File: src/design/skt_pkg.sv
// Package for the sorted key table: sizes, codes and beat payload types.
// No dependencies.
`timescale 1ns / 1ps
`default_nettype none
package skt_pkg;
    localparam int Capacity   = 128;
    localparam int KeyBytes   = 24;
    localparam int IdxW       = $clog2(Capacity);
    localparam int CntW       = $clog2(Capacity + 1);
    localparam logic [15:0] MissingReset = 16'd10000;

    localparam logic [1:0] KindClear  = 2'd0;
    localparam logic [1:0] KindInsert = 2'd1;

    localparam logic [2:0] StFound    = 3'd0;
    localparam logic [2:0] StInserted = 3'd1;
    localparam logic [2:0] StNotFound = 3'd2;
    localparam logic [2:0] StFull     = 3'd3;
    localparam logic [2:0] StCleared  = 3'd4;

    typedef struct packed {
        logic [1:0]  kind;
        logic [63:0] key_hi;
        logic [63:0] key_mid;
        logic [63:0] key_lo;
        logic [15:0] value_in;
    } t_in_beat;

    typedef struct packed {
        logic [15:0] value_out;
        logic [2:0]  status;
        logic [7:0]  count_out;
    } t_out_beat;

    typedef logic [191:0] t_key;

    // controller -> datapath
    typedef struct packed {
        logic load;       // capture input, canonicalize key, init search bounds
        logic rd_mid;     // issue memory read at mid
        logic cmp;        // compare read entry, narrow bounds
        logic shift_rd;   // read entry at shift pointer - 1
        logic shift_wr;   // write it one place up, step pointer down
        logic place;      // write new entry at start, bump count
        logic clear;      // zero the count
    } t_cmd;

    // datapath -> controller
    typedef struct packed {
        logic       search_done; // start == end
        logic       hit;         // last compare was equal
        logic       shift_done;  // pointer reached start
        logic       full;
        logic [1:0] kind;
    } t_sts;

    // Force bytes after the first zero byte (and beyond KeyBytes) to zero.
    function automatic t_key canon(input t_key raw);
        t_key   k;
        logic   ended;
        logic [7:0] b;
        k = '0;
        ended = 1'b0;
        for (int p = 0; p < 24; p++) begin
            b = raw[191 - 8*p -: 8];
            if (p >= KeyBytes) ended = 1'b1;
            if (!ended) k[191 - 8*p -: 8] = b;
            if (b == 8'd0) ended = 1'b1;
        end
        return k;
    endfunction
endpackage
`default_nettype wire

File: src/design/skt_ctrl.sv
// Controller of the sorted key table: sequences search, shift and placement.
// Depends on skt_pkg.
`timescale 1ns / 1ps
`default_nettype none
module skt_ctrl (
    input  wire logic          i_clk,
    input  wire logic          i_rst_n,
    input  wire logic          i_in_valid,
    output logic               o_in_stall,
    output logic               o_out_valid,
    input  wire logic          i_out_stall,
    input  wire skt_pkg::t_sts i_sts,
    output skt_pkg::t_cmd      o_cmd,
    output logic               o_res_load
);
    typedef enum logic [2:0] {
        S_IDLE, S_SEARCH, S_CMP, S_SHRD, S_SHWR, S_DONE
    } t_state;

    t_state r_state, n_state;
    logic   r_out_valid;
    logic   done_go;

    assign o_in_stall  = (r_state != S_IDLE);
    assign o_out_valid = r_out_valid;

    always_comb begin
        o_cmd      = '0;
        n_state    = r_state;
        done_go    = 1'b0;
        case (r_state)
            S_IDLE: if (i_in_valid) begin
                o_cmd.load = 1'b1;
                n_state = S_SEARCH;
            end
            S_SEARCH: begin
                if (i_sts.kind == skt_pkg::KindClear) begin
                    o_cmd.clear = 1'b1;
                    n_state = S_DONE;
                end else if (i_sts.hit) begin
                    n_state = S_DONE;
                end else if (i_sts.search_done) begin
                    if (i_sts.kind != skt_pkg::KindInsert || i_sts.full) n_state = S_DONE;
                    else n_state = S_SHRD;
                end else begin
                    o_cmd.rd_mid = 1'b1;
                    n_state = S_CMP;
                end
            end
            S_CMP: begin
                o_cmd.cmp = 1'b1;
                n_state = S_SEARCH;
            end
            S_SHRD: begin
                if (i_sts.shift_done) begin
                    o_cmd.place = 1'b1;
                    n_state = S_DONE;
                end else begin
                    o_cmd.shift_rd = 1'b1;
                    n_state = S_SHWR;
                end
            end
            S_SHWR: begin
                o_cmd.shift_wr = 1'b1;
                n_state = S_SHRD;
            end
            S_DONE: if (!r_out_valid) done_go = 1'b1;
            default: n_state = S_IDLE;
        endcase
        if (done_go) n_state = S_IDLE;
    end
    assign o_res_load = done_go;

    // state and output-valid register
    always_ff @(posedge i_clk) begin
        if (!i_rst_n) begin
            r_state     <= S_IDLE;
            r_out_valid <= 1'b0;
        end else begin
            r_state <= n_state;
            if (done_go) r_out_valid <= 1'b1;
            else if (!i_out_stall) r_out_valid <= 1'b0;
        end
    end
endmodule
`default_nettype wire

File: config.mk
export PLATFORM = sky130hd
export DESIGN_NAME = skt_ctrl
export DESIGN_NICKNAME = d
export VERILOG_FILES = /design/src/design/skt_pkg.sv /design/src/design/skt_ctrl.sv
export SDC_FILE = /design/constraint.sdc
export NUM_CORES = 1
export LEC_CHECK = 0
export BUFFER_PORTS_ARGS = -buffer_cell sky130_fd_sc_hd__buf_2
export CORE_AREA = 8 8 45 47
export DETAILED_ROUTE_END_ITERATION = 16
export DIE_AREA = 0 0 53 55
export PLACE_DENSITY = 0.59
export SYNTH_ARGS = -nofsm -noshare
export SYNTH_HDL_FRONTEND = slang
export SYNTH_SLANG_ARGS = --single-unit
File: constraint.sdc
create_clock -name i_clk -period 1.6 [get_ports i_clk]
set_input_delay 0.32 -clock i_clk [delete_from_list [all_inputs] [get_ports i_clk]]
set_output_delay 0.32 -clock i_clk [all_outputs]
set_load 0.01 [all_outputs]
# ---- Yosys cells after proc, flatten, opt, wreduce, memory -nomap -nowiden
# Cells that the tools add are included.
dict set report word_totals {
  reg_bits 4
  in_bits 10
}
dict set report op_classes {
  n_reduce_logical 6
  n_eq_ne 8
  muxes 25
  bitwise_logic 2
}
# op n
set op_table {}
lappend op_table {{$mux 1} 19}
lappend op_table {{$pmux 3 s6} 1}
lappend op_table {{$mux 3} 5}
lappend op_table {{$eq 3x2->1 const B} 2}
lappend op_table {{$eq 3x3->1 const B} 2}
lappend op_table {{$ne 2x1->1 const B} 2}
lappend op_table {{$eq 3x1->1 const B} 1}
lappend op_table {{$logic_not 3->1} 1}
lappend op_table {{$reduce_bool 3->1} 1}
lappend op_table {{$logic_not 2->1} 1}
lappend op_table {{$ne 2x2->1 const B} 1}
lappend op_table {{$not 1->1} 2}
lappend op_table {{$reduce_and 2->1} 1}
lappend op_table {{$reduce_or 2->1} 1}
lappend op_table {{$logic_or 1x1->1} 1}

# ---- Longest topological paths before layout
# Gate-level depths: netlist of the first run.
dict set report depth {
  ltp_word 7
  ltp_mapped 4
  depth_no_buf 3
}

# ---- Worst setup path before layout of the first run
# No wires, ideal clock.
dict set report synth_path {
  path_kind {register -> output}
  from {register r_state[2]}
  to {output port o_cmd[6] in the netlist's numbering}
  slack_ps 280
  n_path_buf 1
  arrival_ps 1000
  required_time_ps 1280
  path_stages_with_launch 4
  cell_sequence {dfxtp_1 buf_6 or3_4 nor2_1}
}
# item line
set synth_rtl {}
lappend synth_rtl {{start: declaration} skt_ctrl.sv:20} ;# t_state r_state, n_state;
lappend synth_rtl {{start signal: assignment} skt_ctrl.sv:80} ;# r_state <= n_state;
lappend synth_rtl {{end: declaration} skt_ctrl.sv:13} ;# output skt_pkg::t_cmd o_cmd,

==> results of run 1 <==
## synthesized netlist by cell type
master,instances,area [sq um]
a21o_1,1,7.510
a21oi_1,2,10.01
and3_1,1,6.260
and4bb_2,1,12.51
buf_2,2,10.01
buf_6,1,11.26
dfxtp_1,4,80.08
inv_1,1,3.750
nand2_1,3,11.26
nand2b_1,3,18.77
nand3b_1,1,7.510
nand4bb_1,1,11.26
nor2_1,2,7.510
nor2b_1,3,18.77
nor3_1,1,5.000
nor3b_1,2,15.01
nor4_1,1,6.260
nor4_2,1,12.51
o21a_1,2,15.01
o21ai_0,2,10.01
o21bai_1,1,7.510
o221ai_2,1,15.01
or3_4,1,11.26
## final timing paths
path,startpoint,endpoint,slack [ps]
max,r_state[2]$_SDFFE_PP0P_,o_cmd[5],60
min,i_out_stall,o_out_valid$_SDFFE_PN0P_,340
max reg2reg,r_state[2]$_SDFFE_PP0P_,r_state[0]$_SDFFE_PP0P_,470
min reg2reg,r_state[2]$_SDFFE_PP0P_,r_state[1]$_SDFFE_PP0P_,580
## layout make-up
class | count | area [sq um]
repair buffers | 19 | 95.09
multi-input cells | 30 | 211.5
flip-flops and latches | 4 | 86.33
inverters | 1 | 3.754
fillers | 164 | 944.7
well taps | 16 | 20.02
clock buffers | 3 | 22.52
## critical path, delay by kind of cell (launching register included)
kind                   cells  cell delay [ps]
and+or+nand+nor            2              450
DFF                        1              360
buffers and inverters      1              180
## layer usage
layer | vias to the layer above | wire (um) | GRT usage | share of wire
met5 | - | 0 | 0 | 0
met4 | 0 | 8 | 0.06466 | 0.0096
met3 | 2 | 59 | 0.02139 | 0.071
met2 | 11 | 420 | 0.09570 | 0.50
met1 | 153 | 345 | 0.05758 | 0.41
li1 | 175 | - | - | -
## through the flow
step,hold WS [ps],setup WS (ps)
after floorplan,443.1,280.1
after global placement,571.7,271.3
after detailed placement,578.2,234.2
after CTS,336.8,3.431
after global routing,362.2,7.863
final,340.8,55.12
## registers in the layout, summed over array words and instances (netlist names)
register / count
o_out_valid: 1
r_state: 3
## power breakdown
part | internal (mW) | total [mW] | switching, mW
combinational | 0.0467 | 0.0877 | 0.0410
sequential | 0.109 | 0.126 | 0.0171
clock | 0.0840 | 0.127 | 0.0426
total | 0.239 | 0.340 | 0.101
## placed cells by master (no fill, tap or decap), types with 2 or more instances in the layout
cell type,count
nand2_1,3
o21ai_0,2
clkbuf_4,3
o21a_1,2
nor3b_1,2
a21oi_1,2
nor2b_1,3
buf_2,19
nand2b_1,3
dfxtp_2,2
## logic make-up (layout without fill, tap and decap cells)
group,Yosys count,after routing
buf+inv,4,23
compound gates,9,9
simple gates,21,21
flops,4,4
## what timing repair did
action,4_1_cts,5_1_grt
pin swaps,1,1
buffers inserted,0,0
hold buffers,0,0
endpoints found under the setup margin,1,4
resized for setup,2,3
==> results.txt, run 1 <==
Synth Area in Compound Gates = 0.2072
First-pass GRT wire length = 1297 um
Mux cell area share after synthesis = 0
I/O Pins = 20
Slew Limit Fails = 0
Final wirelength = 834 um
Post-route insts no fill = 73
Post-Synthesis Cell Area = 314.1 sq um
Routed Antenna Nets = 0
Synth Area in XOR/XNOR = 0
Hold Path Depth = 3
Vias in the first global route = 321
Critical path type = reg -> out
Area grow syn2layout = 39.84%
Largest net degree at the start of global routing = 15
Via-to-Cell Ratio = 4.671
Clk_lat worst skew = 240 ps
Core Rows = 14
Clock tree buffer depth = 2
Critical path, cell by cell = nand2b_1, nor4_2, buf_2
Post-Route Skew = 0.08871 ps
Clock transition at the registers of the reported paths = 40 ps
Critical path peak fanout = 10
CTS sink count = 4
Initial Util = 0.2269
Total CTS buffers = 3
Yosys warns = 0
Pre-antenna DRT Iters = 3
Synth cell types = 23
Placed Area = 407.9 sq um
Worst path required time = 1280 ps
Leak = 0.2096 nW
Startpoint class of the critical path = flip-flop
Core footprint = 0.001384 sq mm
Port Buffers = 19
Root buffer cell = clkbuf_4
Die Footprint = 0.002915 sq mm
Die height = 55 um
Global route overflow = 0
Period minus WS final = 1545 ps
Critical-path top delay cell = dfxtp_4
Hold WC Path Type = in -> reg
Slew headroom = 0.8282
Largest family of logic cells by synthesized area = simple AND/OR/NAND/NOR gates
Flops & latches, synth = 4
Register area share after synthesis = 0.2550
WL per Instance = 11.42 um
Final Hold Violating Endpoints = 0
Post-Synth Simple-Gate Area = 0.4582
RSZ-0062 raised after global routing = false
Outcome = complete, no violations
Htree depth = 1
Gr usage total = 0.06004
Final period utilization = 0.9656
Adder-Cell Fraction of Synth Area = 0
# setup viols final = 0
Antenna Cells = 0
Worst Tran Pin Value = 255.5 ps
Pwr Density = 774.6 mW/mm^2
Drt initial violations = 5
Fmax = 0.6473 GHz
DIE WIDTH = 53 um
Share of layout cells above drive strength 1 = 0.5263
Worst r2r path cells = 3
Final net count = 69
Worst VDD drop = 0.2164 mV
Cells after Synth = 38
Max Cap Viol = 0
Initial antenna violation count = 0
Slowest stage delay, CP = 360 ps
CP Data Arrival Time = 1220 ps
Design area = 439.2 sq um
DR DRC count = 0
Synth Area per Inst = 8.265 sq um
Synthesized Nets = 48
Gp weighted congestion = 0.7516
TNS Setup = 0 ps
Pwr Total = 0.3402 mW
Placed insts = 70
CTS tree = done
Post-layout util = 0.3174
Post-DP HPWL = 682.1 um
Worst setup EP type = primary output
Via count = 341
(Power assumes the default switching activity.)
==> run 2, diff against run 1 <==
- PLACE_DENSITY: 0.59 -> 0.53
==> run 2 against run 1 <==
  * Maximum frequency is 0.98% higher
  * Sequential share of layout area shrank 0.70 points
  * Register-to-register slack barely moved
  * Power rose by 2.4%
  * Hold slack lost 5.2 ps
  * Critical path type unchanged
  * Critical endpoint unchanged
  * Largest cell class unchanged
==> results.txt, run 2 (synthesized netlist as in run 1, its figures left out) <==
Critical-path top delay cell = dfxtp_4
Final worst setup slack = 70.14 ps (+15.02 ps)
Area of the multi-input gates = 227.7 sq um (+7.7%)
# setup viols final = 0 (unchanged)
Register Area = 86.33 sq um (unchanged)
Final Hold Violating Endpoints = 0 (unchanged)
Total CTS buffers = 3 (unchanged)
CTS tree = done
Share of layout cells above drive strength 1 = 0.5439 (+0.01754)
Post-layout util = 0.3291 (+0.01175)
Antenna Cells = 0 (unchanged)
Min Hold Slack = 335.6 ps (-5.247 ps)
Root buffer cell = clkbuf_4
Commonest non-fill, non-tap cell in the layout = buf_2
Worst setup EP type = primary output
Post-Route Skew = 6.211 ps (+6.122 ps)
Leak = 0.2125 nW (+1.4%)
Hold WC Path Type = in -> reg
Global route overflow = 0 (unchanged)
Drt initial violations = 6 (+1)
RSZ-0062 raised after global routing = false
Slew headroom = 0.8048 (-0.02337)
Vias in the first global route = 333 (+3.7%)
Core Rows = 14 (unchanged)
Routed Antenna Nets = 0 (unchanged)
Outcome = complete, no violations
Clock transition at the registers of the reported paths = 40 ps (about the same)
Clk_lat worst skew = 240 ps (about the same)
Worst Tran Pin Value = 292.1 ps (+36.59 ps)
Worst path required time = 1280 ps (about the same)
Hold_buf cts = 0 (unchanged)
Largest register FFs = 3 (unchanged)
Critical path type = reg -> out
I/O Pins = 20 (unchanged)
Die height = 55 um (unchanged)
Gp weighted congestion = 0.7682 (+2.2%)
First-pass GRT wire length = 1366 um (+5.3%)
Die Footprint = 0.002915 sq mm (unchanged)
Period minus WS final = 1530 ps (-15.02 ps)
Post-DP HPWL = 659.2 um (-3.4%)
Startpoint class of the critical path = flip-flop
Largest net degree at the start of global routing = 15 (unchanged)
Initial Util = 0.2269 (unchanged)
Fmax = 0.6537 GHz (+0.98%)
DP Worst Slack = 262.7 ps (+28.48 ps)
Initial antenna violation count = 0 (unchanged)
Port Buffers = 19 (unchanged)
Fill count = 160 (-2.4%)
Via count = 334 (-2.1%)
Final net count = 69 (unchanged)
Via-to-Cell Ratio = 4.575 (-2.1%)
Pre-antenna DRT Iters = 4 (+1)
Core footprint = 0.001384 sq mm (unchanged)
Pwr Total = 0.3482 mW (+2.4%)
Max Cap Viol = 0 (unchanged)
Area grow syn2layout = 45.02%
Worst VDD drop = 0.3840 mV (+77%)
Most frequent cells in the layout = buf_2, nor2b_1, nand2_1, clkbuf_4
Slew Limit Fails = 0 (unchanged)
Largest Register = r_state
CTS sink count = 4 (unchanged)
DIE WIDTH = 53 um (unchanged)
WL per Instance = 11.67 um (+2.2%)
Critical path, cell by cell = nand2b_4, nor4_4, buf_2
TNS Setup = 0 ps (unchanged)
Slowest stage delay, CP = 360 ps (about the same)
Gr usage total = 0.06226 (+0.002217)
Clock tree buffer depth = 2 (unchanged)
CP Data Arrival Time = 1210 ps (about the same)
Critical path peak fanout = 10 (unchanged)
Htree depth = 1 (unchanged)
DR DRC count = 0 (unchanged)
Final period utilization = 0.9562 (-0.009388)
Final wirelength = 852 um (+2.2%)
Pwr Density = 764.6 mW/mm^2 (-1.3%)
Post-CTS setup buffers = 0 (unchanged)
[run 2: cell count changes in the layout (fill, tap and decap cells not counted)]
cell,previous run,this run
nand2b_4,0,1
nand2b_1,3,2
nor4_4,0,1
nor4_2,1,0
[run 2: layer usage]
layer / track usage / share of wire / wire length (um)
met1: 0.07132 / 0.46 / 389
met2: 0.08594 / 0.44 / 376
met3: 0.04545 / 0.10 / 87
met4: 0.02586 / 0 / 0
met5: 0 / 0 / 0
[run 2: per-stage QoR]
stage,instance area [sq um],instances
6_report,455.4,73
5_1_grt,455.4,73
4_1_cts,430.4,73
3_5_place_dp,407.9,70
3_3_place_gp,407.9,70
2_1_floorplan,314.1,38
[run 2: cell type report]
class,instances,share of cell area
multi-input cells,30,0.5000
repair buffers,19,0.2088
flip-flops and latches,4,0.1896
clock buffers,3,0.04945
well taps,16,0.04396
inverters,1,0.008242
[run 2: repair_timing]
action / in CTS / in global routing
endpoints found under the setup margin: 0 / 7
gates resized for setup: 0 / 7
endpoints found under the hold margin: 0 / 0
[run 2: worst max-delay path, delay by kind of cell (launching register included)]
| kind | cells | cell delay, ps |
|---|---|---|
| and+or+nand+nor | 2 | 440 |
| DFF | 1 | 360 |
| buffers and inverters | 1 | 180 |
[run 2: report_power, final]
part | switching [mW] | total, mW | internal, mW
Clock | 0.0419 | 0.126 | 0.0839
Combinational | 0.0434 | 0.0942 | 0.0508
Sequential | 0.0195 | 0.128 | 0.109
Total | 0.105 | 0.348 | 0.243
[run 2: path summary, 6_finish.rpt]
check / from / endpoint / slack (ps) / cells past startpoint
worst max-delay path: r_state[2]$_SDFFE_PP0P_ / o_cmd[5] / 70 / 3
worst min-delay path: i_out_stall / o_out_valid$_SDFFE_PN0P_ / 340 / 3
worst max register to register: r_state[2]$_SDFFE_PP0P_ / r_state[0]$_SDFFE_PP0P_ / 470 / 3
worst min register to register: r_state[2]$_SDFFE_PP0P_ / r_state[1]$_SDFFE_PP0P_ / 570 / 2
==> run 3, diff against run 2 <==
- HOLD_SLACK_MARGIN: not set -> 0.12
- SETUP_SLACK_MARGIN: not set -> 0.4
- SLEW_MARGIN: not set -> 20
==> run 3 against run 2 <==
  * Clock skew fell by 4.6 ps
  * Highest routed layer unchanged
  * Clock power barely moved
  * Cell count rose by 15%
  * Maximum frequency rose by 0.87%
  * Critical endpoint is now o_cmd[6]
  * Clock-buffer cell count did not move
  * Critical path depth did not move
==> results.txt, run 3 (synthesized netlist as in run 1, its figures left out) <==
Outcome = complete, no violations
Die height = 55 um (unchanged)
Hold_buf cts = 0 (unchanged)
Period minus WS final = 1517 ps (-13.13 ps)
Initial antenna violation count = 0 (unchanged)
DR DRC count = 0 (unchanged)
Final period utilization = 0.9480 (-0.008208)
Drt initial violations = 4 (-2)
Via-to-Cell Ratio = 4.476 (-2.2%)
Global route overflow = 0 (unchanged)
DIE WIDTH = 53 um (unchanged)
Max Cap Viol = 0 (unchanged)
RSZ-0062 raised after global routing = true
Gp weighted congestion = 0.7100 (-7.6%)
Vias in the first global route = 397 (+19%)
Largest net degree at the start of global routing = 11 (-4)
Core footprint = 0.001384 sq mm (unchanged)
Fmax = 0.6593 GHz (+0.87%)
Initial Util = 0.2269 (unchanged)
Pwr Density = 680.6 mW/mm^2 (-11%)
Pre-antenna DRT Iters = 2 (-2)
Root buffer cell = clkbuf_4
Commonest non-fill, non-tap cell in the layout = buf_2
Clock tree buffer depth = 2 (unchanged)
Worst Hold End = o_out_valid$_SDFFE_PN0P_
CTS tree = done
Port Buffers = 19 (unchanged)
Post-Route Skew = 1.561 ps (-4.650 ps)
Core Rows = 14 (unchanged)
Critical path peak fanout = 6 (-4)
Startpoint class of the critical path = flip-flop
Post-DP HPWL = 689.7 um (+4.6%)
Worst VDD drop = 0.2687 mV (-30%)
Flop2flop setup slack = 350 ps (-120 ps)
Worst setup EP type = primary output
Largest Register = r_state
Pwr Total = 0.4070 mW (+17%)
Share of layout cells above drive strength 1 = 0.6471 (+0.1032)
Final net count = 80 (+16%)
Via count = 376 (+13%)
Total CTS buffers = 3 (unchanged)
Area grow syn2layout = 90.44%
Slew Limit Fails = 0 (unchanged)
Worst path required time = 1280 ps (about the same)
Leak = 0.2822 nW (+33%)
TNS Setup = 0 ps (unchanged)
Clk_lat worst skew = 230 ps (about the same)
Reg2reg start = r_state[0]$_SDFFE_PP0P_
CP Data Arrival Time = 1200 ps (about the same)
Most frequent cells in the layout = buf_2, buf_4, buf_6
Slew headroom = 0.8085 (+0.003669)
Worst Hold Launch = i_out_stall
Final worst setup slack = 83.27 ps (+13.13 ps)
Final Hold Violating Endpoints = 0 (unchanged)
Final wirelength = 980 um (+15%)
Worst Tran Pin Value = 286.6 ps (-5.492 ps)
Hold WC Path Type = in -> reg
Routed Antenna Nets = 0 (unchanged)
Antenna Cells = 0 (unchanged)
I/O Pins = 20 (unchanged)
First-pass GRT wire length = 1593 um (+17%)
Die Footprint = 0.002915 sq mm (unchanged)
WL per Instance = 11.67 um (about the same)
Critical path type = reg -> out
Htree depth = 1 (unchanged)
# setup viols final = 0 (unchanged)
Worst r2r path cells = 4 (+1)
DP Worst Slack = 174.9 ps (-87.76 ps)
Largest register FFs = 3 (unchanged)
Worst flop-to-flop path endpoint = r_state[0]$_SDFFE_PP0P_
Clock transition at the registers of the reported paths = 40 ps (about the same)
Hold Path Depth = 3 (unchanged)
Gr usage total = 0.07213 (+0.009870)
CTS sink count = 4 (unchanged)
Min Hold Slack = 346.4 ps (+10.80 ps)
-- run 3: changes by cell type in the layout (fill, tap and decap cells not counted), sizes merged --
cell	delta
buf	+11
-- run 3: critical path: stages (launching register included) --
cell and delay (ps):
dfxtp_4 360, or3_4 420, nor2_4 90, buf_6 100
-- run 3: final cells by class --
cell class / instances / area [sq um]
inverters: 1 / 3.754
fillers: 141 / 785.8
repair buffers: 30 / 207.7
flip-flops and latches: 4 / 91.34
well taps: 16 / 20.02
multi-input cells: 30 / 252.7
clock buffers: 3 / 22.52
-- run 3: worst max path at each step --
stage / cells past startpoint / from / slack (ps) / to
global placement: 3 / r_state[1]$_SDFFE_PP0P_ / 190 / o_cmd[6]
global route: 3 / r_state[2]$_SDFFE_PP0P_ / 40 / o_cmd[0]
floorplan: 3 / r_state[0]$_SDFFE_PP0P_ / 340 / o_cmd[6]
finish: 3 / r_state[0]$_SDFFE_PP0P_ / 80 / o_cmd[6]
detailed placement: 3 / r_state[1]$_SDFFE_PP0P_ / 170 / o_cmd[6]
CTS: 3 / r_state[0]$_SDFFE_PP0P_ / 80 / o_cmd[6]
-- run 3: power by group --
group          leakage [nW]  switching, mW  internal, mW  total, mW
sequential           0.0348         0.0149         0.108      0.123
clock                0.0138         0.0395        0.0838      0.123
combinational         0.234         0.0653        0.0957      0.161
-- run 3: routing by layer --
layer	GRT usage	wire, um
met1	0.08207	445
met2	0.1172	464
met3	0.02406	70
met4	0.03879	0
met5	0	0
-- run 3: what timing repair did --
action / in CTS / in global routing
pin swaps: 3 / 3
setup buffers: 8 / 3
gates resized for setup: 11 / 4
setup endpoints to repair: 10 / 10
-- run 3: stage by stage --
stage	cell area, sq um	instances	util
floorplan	336.6	38	-
detailed placement	430.4	70	0.3110
finish	598.1	84	0.4322
global route	598.1	84	0.4322
CTS	554.3	81	0.4005
global placement	430.4	70	0.3110
